`src/assert_macros.svh`:
```
// Assertion shorthands for the pressure pump/valve controller.
// Each macro expects clk and rst_n in the scope where it is used.
`ifndef ASSERT_MACROS_SVH
`define ASSERT_MACROS_SVH

// Property must hold at every clock edge outside reset.
`define ASSERT_ALWAYS(lbl, prop, msg) \
  lbl: assert property (@(posedge clk) disable iff (!rst_n) (prop)) else $error(msg);

// Whenever ante holds, cons must hold in the same cycle.
`define ASSERT_IMPL(lbl, ante, cons, msg) \
  lbl: assert property (@(posedge clk) disable iff (!rst_n) (ante) |-> (cons)) else $error(msg);

`endif

```
`src/ppv_pkg.sv`:
```
// Shared types and codes for the pressure pump/valve hysteresis controller.
// No dependencies; imported by every module of the block.
package ppv_pkg;

  typedef enum logic [1:0] {
    MODE_IDLE = 2'd0,
    MODE_PUMP = 2'd1,
    MODE_VENT = 2'd2
  } ppv_mode_t;

  localparam int unsigned CFG_IDX_W = 1;
  localparam int unsigned CFG_DATA_W = 16;

  localparam logic [CFG_IDX_W-1:0] CFG_TARGET_PRESSURE = 1'd0;
  localparam logic [CFG_IDX_W-1:0] CFG_HYSTERESIS_BAND = 1'd1;

  localparam logic [15:0] TARGET_RESET = 16'd1000;
  localparam logic [15:0] BAND_RESET   = 16'd50;

  typedef struct packed {
    logic [15:0] pressure_sample;
    logic [31:0] now_ms;
  } ppv_in_t;

  typedef struct packed {
    logic [1:0]  run_mode;
    logic        pump_on;
    logic        valve_on;
    logic        run_ended;
    logic [31:0] run_length_ms;
    logic [31:0] pump_total_ms;
    logic [31:0] valve_total_ms;
  } ppv_out_t;

  typedef struct packed {
    logic [15:0] target_pressure;
    logic [15:0] hysteresis_band;
  } ppv_cfg_t;

endpackage

```
`src/ppv_cfg.sv`:
```
// Configuration registers: target pressure and hysteresis band.
// Depends on ppv_pkg for the register indexes and the settings struct.
module ppv_cfg (
  input  logic                             clk,
  input  logic                             rst_n,
  input  logic                             cfg_we,
  input  logic [ppv_pkg::CFG_IDX_W-1:0]    cfg_index,
  input  logic [ppv_pkg::CFG_DATA_W-1:0]   cfg_wdata,
  output ppv_pkg::ppv_cfg_t                cfg_o
);
  import ppv_pkg::*;

  ppv_cfg_t cfg_r;
  ppv_cfg_t cfg_nxt;

  always_comb begin
    cfg_nxt = cfg_r;
    if (cfg_we) begin
      case (cfg_index)
        CFG_TARGET_PRESSURE: cfg_nxt.target_pressure = cfg_wdata;
        CFG_HYSTERESIS_BAND: cfg_nxt.hysteresis_band = cfg_wdata;
        default: cfg_nxt = cfg_r;
      endcase
    end
  end

  always_ff @(posedge clk) begin
    if (!rst_n) begin
      cfg_r.target_pressure <= TARGET_RESET;
      cfg_r.hysteresis_band <= BAND_RESET;
    end else begin
      cfg_r <= cfg_nxt;
    end
  end

  assign cfg_o = cfg_r;

endmodule

```
`src/ppv_ctrl.sv`:
```
// Mode state, run start times and on-time totals, plus the hysteresis
// decision for one sample. Depends on ppv_pkg.
module ppv_ctrl (
  input  logic               clk,
  input  logic               rst_n,
  input  logic               step,
  input  ppv_pkg::ppv_in_t   item,
  input  ppv_pkg::ppv_cfg_t  cfg,
  output ppv_pkg::ppv_out_t  result
);
  import ppv_pkg::*;

  ppv_mode_t   mode_r, mode_nxt;
  logic [31:0] pump_start_r, pump_start_nxt;
  logic [31:0] valve_start_r, valve_start_nxt;
  logic [31:0] pump_sum_r, pump_sum_nxt;
  logic [31:0] valve_sum_r, valve_sum_nxt;

  logic        over;
  logic [15:0] err_abs;
  logic        outside;
  logic        ended;
  logic [31:0] run_len;

  assign over    = item.pressure_sample > cfg.target_pressure;
  assign err_abs = over ? (item.pressure_sample - cfg.target_pressure)
                        : (cfg.target_pressure - item.pressure_sample);
  assign outside = err_abs > cfg.hysteresis_band;

  always_comb begin
    mode_nxt        = mode_r;
    pump_start_nxt  = pump_start_r;
    valve_start_nxt = valve_start_r;
    pump_sum_nxt    = pump_sum_r;
    valve_sum_nxt   = valve_sum_r;
    ended           = 1'b0;
    run_len         = 32'd0;
    case (mode_r)
      MODE_PUMP: begin
        if (!outside) begin
          run_len      = item.now_ms - pump_start_r;
          pump_sum_nxt = pump_sum_r + run_len;
          mode_nxt     = MODE_IDLE;
          ended        = 1'b1;
        end
      end
      MODE_VENT: begin
        if (!outside) begin
          run_len       = item.now_ms - valve_start_r;
          valve_sum_nxt = valve_sum_r + run_len;
          mode_nxt      = MODE_IDLE;
          ended         = 1'b1;
        end
      end
      default: begin
        // idle, and the unused code treated as idle
        mode_nxt = MODE_IDLE;
        if (outside) begin
          if (over) begin
            valve_start_nxt = item.now_ms;
            mode_nxt        = MODE_VENT;
          end else begin
            pump_start_nxt = item.now_ms;
            mode_nxt       = MODE_PUMP;
          end
        end
      end
    endcase
  end

  always_comb begin
    result.run_mode       = mode_nxt;
    result.pump_on        = (mode_nxt == MODE_PUMP);
    result.valve_on       = (mode_nxt == MODE_VENT);
    result.run_ended      = ended;
    result.run_length_ms  = run_len;
    result.pump_total_ms  = pump_sum_nxt;
    result.valve_total_ms = valve_sum_nxt;
  end

  always_ff @(posedge clk) begin
    if (!rst_n) begin
      mode_r        <= MODE_IDLE;
      pump_start_r  <= 32'd0;
      valve_start_r <= 32'd0;
      pump_sum_r    <= 32'd0;
      valve_sum_r   <= 32'd0;
    end else if (step) begin
      mode_r        <= mode_nxt;
      pump_start_r  <= pump_start_nxt;
      valve_start_r <= valve_start_nxt;
      pump_sum_r    <= pump_sum_nxt;
      valve_sum_r   <= valve_sum_nxt;
    end
  end

endmodule

```
`src/pressure_pump_valve_hysteresis_ctrl_unit.sv`:
```
// Pressure pump/valve hysteresis controller, top level.
// Instantiates ppv_cfg and ppv_ctrl; uses ppv_pkg and assert_macros.svh.
//
// Usage:
//   in_*  : one request per pressure sample (sample in 0.01 psi, ms timestamp).
//   out_* : one result per sample: mode, pump/valve drive, run end flag,
//           run length and the two wrapping on-time totals.
//   cfg_* : write target pressure (index 0) or hysteresis band (index 1);
//           write only while no request is in flight.
// Pipeline: an accepted request passes through the input register and then
//   the result register before it appears on out_* (two register stages).
// Throughput: one request per cycle unless out_stall holds the pipeline; the
//   decision and total update is a combinational compare/add between the two registers.
// Reset (rst_n low, synchronous): mode idle, start times and totals zero,
//   target 1000, band 50, both pipeline stages empty.
// Stall: while out_stall holds, the result register holds its request; one
//   more request may sit in the input register, after which in_stall rises.
//   Nothing is dropped or repeated.
module pressure_pump_valve_hysteresis_ctrl_unit (
  input  logic                           clk,
  input  logic                           rst_n,
  input  logic                           in_valid,
  output logic                           in_stall,
  input  ppv_pkg::ppv_in_t               in_data,
  output logic                           out_valid,
  input  logic                           out_stall,
  output ppv_pkg::ppv_out_t              out_data,
  input  logic                           cfg_we,
  input  logic [ppv_pkg::CFG_IDX_W-1:0]  cfg_index,
  input  logic [ppv_pkg::CFG_DATA_W-1:0] cfg_wdata
);
  import ppv_pkg::*;
  `include "assert_macros.svh"

  ppv_cfg_t cfg;
  ppv_out_t result;

  logic     s1_valid_r, s1_valid_nxt;
  ppv_in_t  s1_data_r;
  logic     out_valid_r, out_valid_nxt;
  ppv_out_t out_data_r;
  logic     out_adv;
  logic     s1_go;
  logic     accept;

  ppv_cfg u_cfg (
    .clk       (clk),
    .rst_n     (rst_n),
    .cfg_we    (cfg_we),
    .cfg_index (cfg_index),
    .cfg_wdata (cfg_wdata),
    .cfg_o     (cfg)
  );

  ppv_ctrl u_ctrl (
    .clk    (clk),
    .rst_n  (rst_n),
    .step   (s1_go),
    .item   (s1_data_r),
    .cfg    (cfg),
    .result (result)
  );

  // result register frees up when empty or being taken
  assign out_adv  = !out_valid_r || !out_stall;
  assign s1_go    = s1_valid_r && out_adv;
  assign in_stall = s1_valid_r && !out_adv;
  assign accept   = in_valid && !in_stall;

  assign s1_valid_nxt  = in_stall ? s1_valid_r : in_valid;
  assign out_valid_nxt = out_adv ? s1_valid_r : out_valid_r;

  always_ff @(posedge clk) begin
    if (!rst_n) begin
      s1_valid_r  <= 1'b0;
      out_valid_r <= 1'b0;
    end else begin
      s1_valid_r  <= s1_valid_nxt;
      out_valid_r <= out_valid_nxt;
    end
  end

  always_ff @(posedge clk) begin
    if (accept) begin
      s1_data_r <= in_data;
    end
    if (s1_go) begin
      out_data_r <= result;
    end
  end

  assign out_valid = out_valid_r;
  assign out_data  = out_data_r;

  `ASSERT_IMPL(a_end_goes_idle, out_valid_r && out_data_r.run_ended, out_data_r.run_mode == MODE_IDLE, "run ended but mode not idle")
  `ASSERT_IMPL(a_len_only_on_end, out_valid_r && !out_data_r.run_ended, out_data_r.run_length_ms == 32'd0, "run length without run end")
  `ASSERT_ALWAYS(a_drive_exclusive, !(out_valid_r && out_data_r.pump_on && out_data_r.valve_on), "pump and valve driven together")
  `ASSERT_IMPL(a_full_blocks_input, s1_valid_r && out_valid_r && out_stall, in_stall, "input not held while both stages full")

endmodule

```
`config.mk`:
```
export PLATFORM = sky130hd
export DESIGN_NAME = pressure_pump_valve_hysteresis_ctrl_unit
export DESIGN_NICKNAME = d
export VERILOG_FILES = /design/src/ppv_pkg.sv /design/src/ppv_cfg.sv /design/src/ppv_ctrl.sv /design/src/pressure_pump_valve_hysteresis_ctrl_unit.sv
export VERILOG_INCLUDE_DIRS = /design/src /design/src/src
export SDC_FILE = /design/constraint.sdc
export NUM_CORES = 1
export LEC_CHECK = 0
export CELL_PAD_IN_SITES_DETAIL_PLACEMENT = 0
export CELL_PAD_IN_SITES_GLOBAL_PLACEMENT = 2
export CORE_MARGIN = 2
export CORE_UTILIZATION = 40
export DETAILED_ROUTE_END_ITERATION = 6
export DONT_BUFFER_PORTS = 1
export PLACE_DENSITY = 0.79
export SLEW_MARGIN = 10
export SYNTH_ARGS = -nofsm -noshare
export SYNTH_HDL_FRONTEND = slang
export SYNTH_SLANG_ARGS = --single-unit
```
`constraint.sdc`:
```
create_clock -name clk -period 6.7 [get_ports clk]
set_input_delay 0.335 -clock clk [delete_from_list [all_inputs] [get_ports clk]]
set_output_delay 0.335 -clock clk [all_outputs]
set_load 0.03 [all_outputs]
```
### After elaboration in Yosys (flattened, before gate mapping)

Index checks and enable logic that the tools add are counted.

| cells by class | value |
|---|---|
| $add $sub $neg | 6 |
| order comparisons | 2 |
| equal/unequal tests | 4 |
| muxes and demuxes | 13 |
| bitwise operators | 3 |
| reductions and logical operators | 13 |

Operators with widths:

| operator | number |
|---|---|
| 32-bit two-way mux | 6 |
| 32-bit adder | 2 |
| 32-bit one-hot mux with 2 select lines | 1 |
| 32-bit subtractor | 2 |
| 16-bit > comparator | 2 |
| 16-bit subtractor | 2 |
| 16-bit two-way mux | 1 |
| 2-bit two-way mux | 4 |
| 4-bit AND reduction | 2 |
| 2-bit by 1-bit == test with 1-bit output, second input constant | 2 |
| 2-bit == test, second input constant | 2 |
| 1-bit logical NOT | 4 |
| 2-bit AND reduction | 2 |
| 1-bit logical AND | 3 |
| 1-bit inverter | 3 |
| 2-bit OR reduction | 1 |
| 1-bit logical OR | 1 |
| 1-bit two-way mux | 1 |

| word-level totals | value |
|---|---|
| flip-flop bits (word level) | 313 |
| input port bits | 70 |
| output and inout bits | 103 |

### Depth between registers and ports, before layout

| logic depth | value |
|---|---|
| depth in word-level cells | 6 |
| gate-level depth with buffers | 27 |

### Modules after synthesis

Synthesis repeated with hierarchy kept, for this count alone.

| unflattened totals | value |
|---|---|
| cells, all modules | 2276 |
| area total of the unflattened synthesis | 20083.0 um^2 |

By module, submodules not included:

| module | times used | cells an instance | area each (um^2) | seq. area each (um^2) |
|---|---|---|---|---|
| ppv_ctrl | 1 | 1985 | 14266.2 | 2602.5 |
| pressure_pump_valve_hysteresis_ctrl_unit | 1 | 157 | 4558.1 | 4514.3 |
| ppv_cfg | 1 | 134 | 1258.7 | 640.6 |

### Least setup slack after synthesis

No wires, ideal clock.

| timing | value |
|---|---|
| path type | reg-to-reg |
| from | reg s1_data_r[32] (netlist name) |
| to | reg out_data_r, in the netlist out_data[94] (data pin) |
| library setup time | 147 ps |
| data arrival time | 5032 ps |
| required time | 6553 ps |
| setup slack | 1521 ps |
| cell stages (with the launch flop) | 24 |
| clock period less this slack | 5179 ps |
| path through | edfxtp_1 -> inv_1 -> ha_1 -> inv_1 -> fa_1 -> a21o_1 -> a221oi_2 -> nor4_4 -> o22ai_2 -> mux2i_2 -> o21ai_1 -> a221o_1 -> a31oi_1 -> xnor2_1 -> ha_1 -> nand4_1 -> or2_2 -> o32ai_1 -> clkbuf_1 -> and2_1 -> buf_2 -> buf_1 -> a211oi_1 -> a21oi_1 |

RTL lines:

| what | line | RTL |
|---|---|---|
| start, declared | pressure_pump_valve_hysteresis_ctrl_unit.sv:39 | `ppv_in_t s1_data_r;` |
| start signal, assigned | pressure_pump_valve_hysteresis_ctrl_unit.sv:85 | `s1_data_r <= in_data;` |
| end signal, assigned | pressure_pump_valve_hysteresis_ctrl_unit.sv:88 | `out_data_r <= result;` |
| end, declared | pressure_pump_valve_hysteresis_ctrl_unit.sv:41 | `ppv_out_t out_data_r;` |

### Worst setup path in the final report

| timing | value |
|---|---|
| from | reg s1_data_r[32] (netlist name) |
| to | reg u_ctrl.valve_sum_r[31] |

| on the way | value |
|---|---|
| word-level cells in the longest chain between the ends | 5 |
| elaborated cells on any way between the ends | 7 |
| classes of those cells | add/sub (2); order compare (2); mux (3) |

RTL lines:

| what | line | RTL |
|---|---|---|
| 16-bit subtractor, or another cell as far along | ppv_ctrl.sv:27 | `: (cfg.target_pressure - item.pressure_sample);` |
| 16-bit two-way mux * | ppv_ctrl.sv:26 | `assign err_abs = over ? (item.pressure_sample - cfg.target_pressure)` |
| 16-bit > comparator * | ppv_ctrl.sv:28 | `assign outside = err_abs > cfg.hysteresis_band;` |
| 32-bit two-way mux * | ppv_ctrl.sv:48 | `if (!outside) begin` |
| 32-bit two-way mux * | ppv_ctrl.sv:38 | `case (mode_r)` |
| end signal, assigned | ppv_ctrl.sv:93 | `valve_sum_r <= valve_sum_nxt;` |
| end, declared | ppv_ctrl.sv:17 | `logic [31:0] valve_sum_r, valve_sum_nxt;` |

Mark *: on every way between the ends. The rest lies on a longest branch, timed or not.
A chain may end at the register's enable or synchronous reset.

==> results.txt <==
Status - complete, no violations
Flops & latches, synth - 313
Class of the worst hold path - in2reg
Final Skew - 18.9 ps
Final period utilization - 0.913
Initial antenna violation count - 3
Core footprint - 48600 um2
Die area - 50800 um2
RR Startpoint - s1_data_r[32]
Nets@finish - 2544
Largest net degree at the start of global routing - 75
Clk sinks - 313
Synth unique cells - 71
DP Worst Slack - 579 ps
Tmin final - 6110 ps
Root Driver - clkbuf_16
Max H-tree Level - 2
FFs w/ async S/R, synth - 0
Layout cell share with drive strength beyond 1 - 0.0576
Post-DP HPWL - 41900 um
Highest clock rate - 164 MHz
Worst path slowest cell - and2_2
TritonRoute pass-1 iters - 5
Critical Path Start Type - register
Max Slew Vio Count - 0
Clock transition at path regs - 60 ps
Clock Tree Buf Depth - 3
Top_reg_cell synth - dfxtp_1
Vias per std cell - 5.38
Hold depth - 2
Remaining DRCs - 0
WHS Endpoint - u_cfg.cfg_o[1]
DR vias - 15885
Post-synthesis cell count - 2249
Total CTS buffers - 38
Worst path arrival time - 6600 ps
Final Hold Fails - 0
Most common cell after layout, fill and taps aside - nand2_1
Die height - 225 um
Peak VDD IR - 0.211 mV
Relative slew slack - 0.429
Syn_nets - 2498
CTS tree - done
Finish-stage setup viols - 0
Final wirelength - 56100 um
Routability cong. - 0.902
Sequential-to-total area share from yosys stat - 0.396
Slew @ Worst Pin - 857 ps
Setup_tns - 0 ps
Area after DPL - 20300 um2
WS Path Type - reg2reg
Min-delay src - rst_n
PD cells - 260 nW/um2
Total Power - 5.80 mW
Fillers - 4723
Worst R2R End - u_ctrl.valve_sum_r[31]
Commonest cells after routing, fill and taps aside - nand2_1, a21oi_1, ha_1
IO Pins - 173
Max Cap Violations - 0
Reg2Reg Setup Slack - 590 ps
Post-Syn Area per Cell - 8.72 um2
Post-DRT Antenna Nets - 0
Area growth from synthesis to layout - 13.7%
Final instance area - 22300 um2
Multi-input combinational cell area - 11000 um2
First-pass GRT wire length - 86900 um
Post-CTS resize count - 0
IO buf count - 0
Post-DR wirelength/cell - 19.0 um
Final setup margin - 585 ps
Worst path cell trace - inv_1 > ha_1 > inv_1 > fa_1 > a21o_1 > a221oi_2 > nor4_4 > o22ai_2 > buf_4 > mux2i_1 > o21ai_1 > a221o_1 > a31oi_1 > xnor2_1 > ha_1 > nand4_1 > or2_2 > o32ai_2 > buf_4 > and2_2 > nand2_1 > or3_1 > a21oi_1
Cell Area, Synth - 19600 um2
Leakage power - 8.79 nW
Critical Path Fanout Max - 19
Req. time, crit path - 7190 ps
CP Capture Type - register
EDFF count, synth - 149
Total gr overflow - 0
Reg area - 7760 um2
R2R depth - 23
Clk Latency, worst-skew pair - 560 ps
Initial drt markers - 1201
Warnings, synthesis - 0
Vias in the first global route - 15292
Max incr delay on CP - 460 ps
Horiz. Die Dim - 225 um
Total track usage - 0.221
RSZ-0062 raised after global routing - no
Initial core utilization - 0.403
Standard-cell rows - 81
==> power by group <==
part | switching [mW] | internal, mW
logic | 0.874 | 0.535
clock network | 0.848 | 1.32
registers | 0.116 | 2.11
total | 1.84 | 3.96
==> flip-flops by register name, summed over array words and instances (netlist names) <==
register / cells
out_data: 101
out_valid: 1
s1_data_r: 48
s1_valid_r: 1
u_cfg.cfg_o: 32
u_ctrl.mode_r: 2
u_ctrl.pump_start_r: 32
u_ctrl.pump_sum_r: 32
u_ctrl.valve_start_r: 32
u_ctrl.valve_sum_r: 32
==> layout make-up <==
type                            instances  area share
Clock buffer                           50      0.0498
Inverter                              153      0.0261
Antenna cell                            4    0.000449
Multi-Input combinational cell       1697       0.492
Sequential cell                       313       0.348
Clock inverter                         20     0.00881
Timing Repair Buffer                   92      0.0403
Tap cell                              622      0.0349
==> worst max-delay path: cells and delay by family, from the launching register on <==
| kind | cells | cell delay (ps) |
|---|---|---|
| compound gates | 8 | 1970 |
| xor+xnor | 1 | 90 |
| mux | 1 | 230 |
| simple gates | 6 | 1810 |
| fa+ha+maj | 3 | 820 |
| buf+inv | 4 | 730 |
| flops | 1 | 390 |
==> cells by family after synthesis <==
family	after synthesis	share of synthesized area
multiplexers	39	0.0217
AO/OA/AOI/OAI	616	0.198
adder cells (fa/ha/maj)	179	0.117
buffers and inverters	239	0.0467
flip-flops	313	0.396
XOR/XNOR	135	0.0603
AND/OR/NAND/NOR	728	0.161
==> metrics by stage <==
stage	hold slack [ps]	utilization	cells
finish	87.2	0.458	2951
global route	63.9	0.458	2950
floorplan	434	-	2249
CTS	42.2	0.458	2947
global placement	434	0.417	2808
detailed placement	434	0.417	2808
==> cell usage after synthesis (31+ instances only) <==
cell type | count | share of area
a21o_1 | 81 | 0.031
a21oi_1 | 257 | 0.066
clkbuf_1 | 65 | 0.012
dfxtp_1 | 164 | 0.17
edfxtp_1 | 149 | 0.23
ha_1 | 173 | 0.11
inv_1 | 151 | 0.029
nand2_1 | 401 | 0.077
nand3_1 | 31 | 0.0079
nor2_1 | 138 | 0.026
nor3_1 | 40 | 0.010
o21a_1 | 31 | 0.012
o21ai_0 | 69 | 0.018
xnor2_1 | 89 | 0.040
xor2_1 | 46 | 0.021
==> worst max-delay path by stage <==
stage,start,to,slack (ps),depth (start not counted)
after floorplan,s1_data_r[32],out_data[94],1520,23
after global placement,s1_data_r[32],u_ctrl.valve_sum_r[31],650,23
after detailed placement,s1_data_r[32],u_ctrl.valve_sum_r[31],580,23
after CTS,s1_data_r[32],u_ctrl.valve_sum_r[31],570,23
after global routing,s1_data_r[32],u_ctrl.valve_sum_r[31],190,23
final,s1_data_r[32],u_ctrl.valve_sum_r[31],590,23
==> timing repair <==
item                      in CTS  in global routing
hold endpoints to repair      95                  0
buffers inserted               0                  0
hold buffers                  69                  0
==> routing by layer <==
layer / global-route usage / up-vias / wire length (um)
met5: 0 / - / 0
met4: 0.0515 / 0 / 1120
met3: 0.0346 / 62 / 2570
met2: 0.352 / 378 / 24900
met1: 0.313 / 7447 / 27400
li1: - / 7998 / -
(Power assumes the default switching activity.)
